## src/hdl/bmt_pkg.sv

```systemverilog
// Shared types, opcodes and constants of the breakpoint match table.
package bmt_pkg;
  localparam int ENTRIES = 16;
  localparam int IW = (ENTRIES > 1) ? $clog2(ENTRIES) : 1;
  localparam int CW = $clog2(ENTRIES + 1);
  localparam int EW = 65;

  typedef enum logic [3:0] {
    OP_CHECK = 4'd0, OP_ADD = 4'd1, OP_REM_ADDR = 4'd2, OP_REM_SLOT = 4'd3,
    OP_EN_SLOT = 4'd4, OP_EN_ADDR = 4'd5, OP_Q_ADDR = 4'd6, OP_Q_SLOT = 4'd7,
    OP_STEP = 4'd8, OP_SOFT_AT = 4'd9, OP_TCHECK = 4'd10
  } op_t;

  typedef enum logic [1:0] {
    ST_OK = 2'd0, ST_DUP = 2'd1, ST_FULL = 2'd2, ST_NONE = 2'd3
  } status_t;

  typedef enum logic [1:0] {
    SOFT_OFF = 2'd0, SOFT_ANY = 2'd1, SOFT_AT = 2'd2
  } soft_t;

  typedef struct packed {
    logic [31:0] addr;
    logic        on;
    logic [15:0] skip;
    logic [15:0] hits;
  } entry_t;

  typedef enum logic [5:0] {
    S_IDLE = 6'b000001, S_SCAN = 6'b000010, S_ACT = 6'b000100,
    S_MOVE = 6'b001000, S_READ = 6'b010000, S_OUT = 6'b100000
  } state_t;
endpackage

```

## src/hdl/breakpoint_match_table.sv

```systemverilog
// Top level of the breakpoint match table: sequencer around one entry memory.
// An item reads the entries one per cycle: a search, then for a removal the compaction
// of the entries behind the hit; the result is then registered and out_valid raised.
// One item at a time: in_ready stays low until the last result has been taken.
// Reset (rst, synchronous) empties the table and disarms the soft stop; the memory
// itself is not cleared.
module breakpoint_match_table import bmt_pkg::*; (
  input  logic        clk,
  input  logic        rst,
  input  logic        in_valid,
  output logic        in_ready,
  input  logic [3:0]  opcode,
  input  logic [31:0] address,
  input  logic [3:0]  slot,
  input  logic [15:0] ignore_count,
  input  logic        enable_value,
  output logic        out_valid,
  input  logic        out_ready,
  output logic        stop,
  output logic        found,
  output logic        entry_enabled,
  output logic        conditional,
  output logic [31:0] entry_address,
  output logic [15:0] entry_ignore,
  output logic [4:0]  entry_total,
  output logic [1:0]  status
);
  state_t      state;
  logic [3:0]  op;
  logic [31:0] a;
  logic [3:0]  sl;
  logic [15:0] sk;
  logic        en;
  logic [CW-1:0] used;
  soft_t       soft_mode;
  logic [31:0] soft_addr;
  logic [CW-1:0] idx;
  logic [CW-1:0] pos;
  logic        hit;
  logic        we;
  logic [IW-1:0] waddr, raddr;
  entry_t      wdata, rdata;
  logic        slot_ok;
  logic        rd_pend;
  logic        scan_hit;

  bmt_ram #(.WIDTH(EW), .DEPTH(ENTRIES)) u_ram (
    .clk(clk), .we(we), .waddr(waddr), .wdata(wdata), .raddr(raddr), .rdata(rdata)
  );

  assign in_ready = (state == S_IDLE) && !out_valid;
  assign slot_ok = (CW'(sl) < used);
  assign scan_hit = (state == S_SCAN) && rd_pend && !hit && (rdata.addr == a);

  always_comb begin
    raddr = scan_hit ? IW'(idx - CW'(1)) : idx[IW-1:0];
    we = 1'b0;
    waddr = pos[IW-1:0];
    wdata = rdata;
    if (state == S_ACT) begin
      unique case (op)
        OP_ADD: begin
          waddr = used[IW-1:0];
          wdata = '{addr: a, on: 1'b1, skip: sk, hits: 16'd0};
          we = !hit && (used < CW'(ENTRIES));
        end
        OP_CHECK, OP_TCHECK: begin
          we = hit && rdata.on;
          if ({1'b0, rdata.hits} + 17'd1 > {1'b0, rdata.skip}) wdata.hits = 16'd0;
          else wdata.hits = rdata.hits + 16'd1;
        end
        OP_EN_SLOT, OP_EN_ADDR: begin
          we = hit;
          wdata.on = en;
        end
        default: ;
      endcase
    end else if (state == S_MOVE && rd_pend) begin
      we = 1'b1;
      waddr = IW'(idx - CW'(2));
    end
  end

  always_ff @(posedge clk) begin
    if (rst) begin
      state <= S_IDLE;
      out_valid <= 1'b0;
      used <= '0;
      soft_mode <= SOFT_OFF;
      soft_addr <= '0;
    end else begin
      if (out_valid && out_ready) out_valid <= 1'b0;
      unique case (state)
        S_IDLE: if (in_valid && in_ready) begin
          op <= opcode; a <= address; sl <= slot; sk <= ignore_count; en <= enable_value;
          idx <= '0; hit <= 1'b0; rd_pend <= 1'b0;
          {stop, found, entry_enabled, conditional} <= '0;
          entry_address <= '0; entry_ignore <= '0; status <= ST_OK;
          unique case (opcode)
            OP_REM_SLOT, OP_EN_SLOT, OP_Q_SLOT: state <= S_READ;
            OP_STEP: begin soft_mode <= SOFT_ANY; state <= S_OUT; end
            OP_SOFT_AT: begin soft_mode <= SOFT_AT; soft_addr <= address; state <= S_OUT; end
            OP_CHECK: begin
              if (soft_mode == SOFT_ANY || (soft_mode == SOFT_AT && soft_addr == address)) begin
                soft_mode <= SOFT_OFF; stop <= 1'b1; state <= S_OUT;
              end else state <= S_SCAN;
            end
            OP_ADD, OP_REM_ADDR, OP_EN_ADDR, OP_Q_ADDR, OP_TCHECK: state <= S_SCAN;
            default: state <= S_OUT;
          endcase
        end
        S_READ: begin
          idx <= CW'(sl);
          hit <= slot_ok;
          pos <= CW'(sl);
          if (!slot_ok) begin status <= ST_NONE; state <= S_OUT; end
          else rd_pend <= 1'b1;
          if (slot_ok) state <= S_SCAN;
        end
        S_SCAN: begin
          if (rd_pend && (hit || rdata.addr == a)) begin
            hit <= 1'b1;
            if (!hit) pos <= idx - CW'(1);
            state <= S_ACT;
            idx <= (hit ? pos : idx - CW'(1));
          end else if (idx >= used) begin
            state <= S_ACT;
          end else begin
            rd_pend <= 1'b1;
            idx <= idx + CW'(1);
          end
        end
        S_ACT: begin
          state <= S_OUT;
          unique case (op)
            OP_ADD: begin
              if (hit) status <= ST_DUP;
              else if (used >= CW'(ENTRIES)) status <= ST_FULL;
              else used <= used + CW'(1);
            end
            OP_CHECK, OP_TCHECK:
              stop <= hit && rdata.on &&
                      ({1'b0, rdata.hits} + 17'd1 > {1'b0, rdata.skip});
            OP_EN_SLOT, OP_EN_ADDR: if (!hit) status <= ST_NONE;
            OP_Q_ADDR, OP_Q_SLOT: begin
              if (!hit) status <= ST_NONE;
              else begin
                found <= 1'b1; entry_enabled <= rdata.on;
                conditional <= rdata.skip != 16'd0;
                entry_address <= rdata.addr; entry_ignore <= rdata.skip;
              end
            end
            OP_REM_ADDR, OP_REM_SLOT: begin
              if (!hit) status <= ST_NONE;
              else begin
                idx <= pos + CW'(1); rd_pend <= 1'b0; state <= S_MOVE;
              end
            end
            default: ;
          endcase
        end
        S_MOVE: begin
          if (idx >= used) begin
            used <= used - CW'(1);
            state <= S_OUT;
          end else begin
            rd_pend <= 1'b1;
            idx <= idx + CW'(1);
          end
        end
        S_OUT: begin
          entry_total <= 5'(used);
          out_valid <= 1'b1;
          state <= S_IDLE;
        end
        default: state <= S_IDLE;
      endcase
    end
  end

  assert property (@(posedge clk) disable iff (rst) used <= CW'(ENTRIES))
    else $error("entry count overflow");
  assert property (@(posedge clk) disable iff (rst) out_valid |-> !in_ready)
    else $error("accept while result pending");
  assert property (@(posedge clk) disable iff (rst) we |-> state == S_ACT || state == S_MOVE)
    else $error("stray memory write");
endmodule

```

## src/hdl/bmt_ram.sv

```systemverilog
// Generic single-port-write, single-read RAM with registered read.
module bmt_ram #(
  parameter int WIDTH = 8,
  parameter int DEPTH = 16
) (
  input  logic                     clk,
  input  logic                     we,
  input  logic [$clog2(DEPTH)-1:0] waddr,
  input  logic [WIDTH-1:0]         wdata,
  input  logic [$clog2(DEPTH)-1:0] raddr,
  output logic [WIDTH-1:0]         rdata
);
  logic [WIDTH-1:0] mem [DEPTH];

  always_ff @(posedge clk) begin
    if (we) mem[waddr] <= wdata;
    rdata <= mem[raddr];
  end
endmodule
```

## config.mk

```make
export PLATFORM = sky130hd
export DESIGN_NAME = breakpoint_match_table
export DESIGN_NICKNAME = d
export VERILOG_FILES = /design/src/hdl/bmt_pkg.sv /design/src/hdl/breakpoint_match_table.sv /design/src/hdl/bmt_ram.sv
export SDC_FILE = /design/constraint.sdc
export NUM_CORES = 2
export LEC_CHECK = 0
export ABC_AREA = 1
export BUFFER_PORTS_ARGS = -buffer_cell sky130_fd_sc_hd__buf_2
export CAP_MARGIN = 20
export CORE_ASPECT_RATIO = 1.1
export CORE_MARGIN = 2
export CORE_UTILIZATION = 55
export CTS_CLUSTER_SIZE = 14
export DETAILED_ROUTE_END_ITERATION = 12
export PLACE_DENSITY = 0.72
export SYNTH_ARGS = -nofsm -noshare
export SYNTH_HDL_FRONTEND = slang
export SYNTH_HIERARCHICAL = 1
export SYNTH_SLANG_ARGS = --single-unit
```

## constraint.sdc

```tcl
create_clock -name clk -period 6 [get_ports clk]
set_input_delay 0.3 -clock clk [delete_from_list [all_inputs] [get_ports clk]]
set_output_delay 0.3 -clock clk [all_outputs]
set_load 0.02 [all_outputs]
```

; Word-level counts from Yosys, hierarchy flattened
; Memories as Yosys holds them, arrays and structs flattened. A register that Yosys moved wholly into a read port is not among the register bits.
; Index checks and enable logic that the tools add are counted.
[word_totals]
in_bits = 61
ram_bits = 1040
mem_count = 1
wordCells = 211
out_inout_bits = 61
reg_bits = 174
[mem_list]
columns = memory, words, word_bits, rd, rd_clocked_by_memory_dff, wr, line_no
row1 = u_ram.mem, 16, 65, 1, 1, 1, bmt_ram.sv:13  ; logic [WIDTH-1:0] mem [DEPTH];
[op_classes]
bitwise_logic = 1
n_mux = 81
n_lt_le_gt_ge = 5
reduce_logical = 47
add_sub_neg = 8
n_eq_ne = 46
[ops]
columns = cell, count
row1 = $mux 32, 4
row2 = $mux 16, 5
row3 = $mux 65, 1
row4 = $eq 32x32->1, 2
row5 = $pmux 16 s2, 2
row6 = $pmux 32 s2, 1
row7 = $mux 5, 11
row8 = $mux 6, 8
row9 = $eq 4x3->1 const B, 8
row10 = $pmux 6 s5, 1
row11 = $pmux 5 s5, 1
row12 = $mux 1, 23
row13 = $pmux 5 s2, 2
row14 = $pmux 6 s3, 1
row15 = $add 16x1->17 const B, 1
row16 = $gt 17x16->1, 1
row17 = $add 16x1->16 const B, 1
row18 = $eq 4x2->1 const B, 4
row19 = $eq 4x4->1 const B, 4
row20 = $mux 4, 4
row21 = $reduce_bool 16->1, 1
row22 = $add 5x1->5 const B, 3
row23 = $reduce_and 5->1, 3
row24 = $ne 2x1->1 const B, 7
row25 = other kinds (42), 89

; Longest topological paths before layout
[depth]
word_depth = 7
ltp_mapped = 22
depth_no_buf = 21

; Modules after synthesis
; The synthesis kept the hierarchy.
[by_module_without_submodules]
columns = mod, n_inst, area_per_inst_um2, cells_each
row1 = bmt_ram, 1, 45932.8, 4276
row2 = breakpoint_match_table, 1, 9869.5, 1214

; Least setup slack after synthesis
; OpenSTA, ideal clock, no wires.
[synth_path]
path_type = register -> register
from = register state[0]
to = memory u_ram/mem[12][0] (netlist name), enable pin
synth_period_minus_slack_ps = 4951
setup_time_ps = 489
path_stages_with_launch = 12
arrival_ps = 4462
required_ps = 5511
n_path_buf = 0
slack_ps = 1049
path_cell_list = dfxtp_1 -> inv_2 -> nand2_2 -> inv_1 -> nand4_1 -> inv_1 -> nand2_1 -> nor2_1 -> a21oi_1 -> o21ai_0 -> nand3_1 -> nor2_1
[synth_via]
elab_cells_between_ends = 9
[synth_rtl]
columns = item, line_no
row1 = from (decl), breakpoint_match_table.sv:28  ; state_t state;
row2 = from (signal assigned), breakpoint_match_table.sv:86  ; state <= S_IDLE;
row3 = from (signal assigned), breakpoint_match_table.sv:100  ; OP_REM_SLOT, OP_EN_SLOT, OP_Q_SLOT: state <= S_READ;
row4 = from (signal assigned), breakpoint_match_table.sv:101  ; OP_STEP: begin soft_mode <= SOFT_ANY; state <= S_OUT; end
row5 = $eq 6x4->1, breakpoint_match_table.sv:78  ; end else if (state == S_MOVE && rd_pend) begin
row6 = $logic_and 1x1->1, breakpoint_match_table.sv:78
row7 = $mux 4, breakpoint_match_table.sv:78
row8 = $mux 4 *, breakpoint_match_table.sv:60  ; if (state == S_ACT) begin
row9 = net waddr[2], breakpoint_match_table.sv:41  ; logic [IW-1:0] waddr, raddr;
row10 = to (decl), bmt_ram.sv:13
; The timed path passes the listed nets; every way through them passes the cells marked *.

; Final worst setup path
[layout_path]
from = register state[3]
to = register u_ram.rdata[21], read port of u_ram.mem
[layout_via]
elab_chain_cells = 5
[layout_lines]
columns = item, line_no
row1 = $eq 6x2->1, breakpoint_match_table.sv:53  ; assign scan_hit = (state == S_SCAN) && rd_pend && !hit && (rdata.addr == a);
row2 = $logic_and 1x1->1 (3 in a row), breakpoint_match_table.sv:53
row3 = $mux 4, breakpoint_match_table.sv:56  ; raddr = scan_hit ? IW'(idx - CW'(1)) : idx[IW-1:0];
row4 = net raddr[1], breakpoint_match_table.sv:41
row5 = to (decl), bmt_ram.sv:11  ; output logic [WIDTH-1:0] rdata
; The timed path passes the listed nets, and every way through them passes these cells.
; A chain may end at the register's enable or synchronous reset.

==> run summary <==
Placer Congestion = 0.880
Die Y = 338 microns
startpoint types = register
final WL = 141000 microns
Post-Syn Area = 55800 sq um
Clk Latency, worst-skew pair = 0.74 ns
max_slew headroom = 24.4%
GRT Util Overall = 27.4%
fin crit period = 4.58 ns
Routed Antenna Nets = 0
layout cells sized above 1 = 8.70%
RSZ-0062 raised after global routing = false
FF+latch count, synth = 1279
HPWL after DPL = 76900 microns
Die W = 308 microns
most used flip-flop cell after synthesis = edfxtp_1
crit path capture type = register
r2r worst-path depth = 13
LEAKAGE = 26.9 nW
number of flops mapped to enable cells by yosys = 1168
Max Fclk = 218 MHz
most frequent CP cell = nand3_1
number of global-route vias before repair = 37558
type of the worst setup path = reg2reg
Cells after Synth = 5490
io pins = 122
synth unique cells = 51
top-area cell type share of the netlist area = 62.9%
dpl cells = 6786
setup slack at placement = 1.52 ns
final instance area = 63000 sq um
Avg WL per Cell = 19.9 microns
PortBufs = 121
CTS tree = done
CTS root buf = clkbuf_16
CTS max path bufs = 3
die footprint = 104000 sq um
vias = 38685
Worst VDD drop = 0.382 mV
setup TNS = 0 ns
hold slack = 0.103 ns
total power = 27.0 mW
Seq/Total Area, Yosys = 66.8%
Max-Cap Viols = 0
Iteration-0 DRC Markers = 4624
Post-route DRC = 0
Finished Core Util = 62.7%
dominant cells by area after synthesis = edfxtp_1 63%, nand2_1 11%, nand3_1 7.6%
setup ws final = 1.42 ns
antenna violations before repair = 0
largest net degree at the start of global routing = 226
Ys Warns = 6
status = finished clean
Async SR Flop Fraction = 0%
Hold WC Path Type = in2reg
Post-DP Area = 58000 sq um
dominant cell type by area after synthesis = edfxtp_1
area delta synth->final = 13.0%
CP Max Fanout = 107
CP required = 6.61 ns
fin crit share = 76.4%
crit-path cells = nor2_2, nand4_2, clkinv_1, nand2_1, nor2_1, nand4_1, o21ai_4, inv_8, buf_12, nand3_1, nand3_1, nand3_1, nand2_1
Post-synth top cells = 1644 x nand2_1, 1168 x edfxtp_1, 954 x inv_1, 847 x nand3_1, 141 x nor2_1
drt via density = 5.45
final hold vios = 0
grt total ovfl = 0
Core ar. = 101000 sq um
worst endpoint data arrival time = 5.19 ns
setup skew after layout = 0.0304 ns
crit-path max cell delay = 0.94 ns
Initial Utilization = 55.5%
Syn Area/Cell = 10.2 sq um
number of buffers created by CTS = 135
Slew @ Worst Pin = 1.13 ns
htree depth = 4
cell with the most instances after synthesis = nand2_1
PwrDens = 429 nW/um^2
# rows = 122
cts repair resizes = 0
Net Count, Synth = 5586
Pre-antenna DRT Iters = 6
CP max stage cell = o21ai_4
Final nets = 5778
setup violators final = 0
Clock transition at path regs = 0.06 ns
Slew Viols, Final = 0
Finished Layout Cells = 7097
fillers = 7722
first-pass GRT wire length = 217000 microns
clock sinks = 1279
WHS Path Cells = 2
==> critical path, delay by kind of cell (launching register included) <==
family / cells / cell delay [ns]
DFF: 1 / 0.36
buffers and inverters: 3 / 1.14
AOI/OAI and AO/OA: 1 / 0.94
and+or+nand+nor: 9 / 1.88
==> flip-flops by register name (all words and copies together) (netlist names), 2 cells and up <==
signal and count:
a 32, entry_address 32, entry_ignore 16, entry_total 5, idx 5, op 4, pos 5, sk 16
sl 4, soft_addr 32, soft_mode 2, state 6, status 2, u_ram/mem 1040, u_ram/rdata 65, used 5
==> power breakdown <==
part | internal (mW) | switching, mW
logic | 1.91 | 5.02
clock network | 4.95 | 3.40
registers | 11.3 | 0.471
total | 18.2 | 8.89
==> metal layers <==
metal / GRT usage [%] / wire, microns / vias to the layer above
met5: 0 / 0 / -
met4: 9.48 / 3990 / 0
met3: 4.81 / 12400 / 280
met2: 45.2 / 67500 / 1757
met1: 36.8 / 57500 / 18434
li1: - / - / 18214
==> layout make-up <==
type,count,area [sq um],share of cell area [%]
Antenna cell,1,2.50,0.00397
Clock buffer,191,3880,6.15
Clock inverter,58,588,0.933
Inverter,969,3670,5.82
Multi-Input combinational cell,2992,13600,21.6
Sequential cell,1279,37300,59.2
Tap cell,1302,1630,2.58
Timing Repair Buffer,305,2390,3.79
==> logic make-up (layout without fill, tap and decap cells) <==
| kind of cell | Yosys count | count (layout) | share of synthesized area [%] |
|---|---|---|---|
| AND/OR/NAND/NOR | 2702 | 2702 | 20.5 |
| XOR/XNOR | 40 | 40 | 0.628 |
| adder cells (fa/ha/maj) | 35 | 35 | 0.798 |
| flip-flops | 1279 | 1279 | 66.8 |
| buffers and inverters | 1219 | 1523 | 9.15 |
| other | 0 | 1 | 0 |
| AO/OA/AOI/OAI | 215 | 215 | 2.07 |
==> cell usage in the layout (no fill, tap or decap), types with 4 or more instances in the layout <==
master,synthesis,final
nor4_1,8,8
clkinv_2,1,22
o21ai_0,121,111
clkbuf_1,52,35
o211ai_1,7,7
edfxtp_1,1168,1168
clkbuf_8,0,14
ha_1,34,34
nand3b_1,7,7
xnor2_1,20,20
nand2_2,4,4
dlygate4sd3_1,0,58
xor2_1,20,19
a21oi_1,60,60
nand3_1,847,847
bufinv_16,0,10
nor3_1,10,10
inv_6,1,5
inv_1,954,952
dfxtp_1,111,111
nor2_1,141,123
clkinv_1,1,17
buf_2,136,123
clkinv_8,0,4
clkbuf_16,0,142
o21ai_1,5,12
nand2_1,1644,1644
nor2_4,3,21
buf_4,18,103
nor2_2,7,7
nand4_1,21,21
buf_12,0,21
inv_2,11,11
==> worst paths after layout <==
path         slack (ns)         endpoint     startpoint
min                0.10         state[5]            rst
min reg2reg        0.48    soft_addr[12]  soft_addr[12]
max reg2reg        1.42  u_ram/rdata[21]       state[3]
max                1.42  u_ram/rdata[21]       state[3]
==> timing repair <==
item	CTS	global route
hold buffers	58	0
setup buffers	0	0
hold endpoints to repair	92	0
Note: power is estimated with default switching activity, not from simulation.
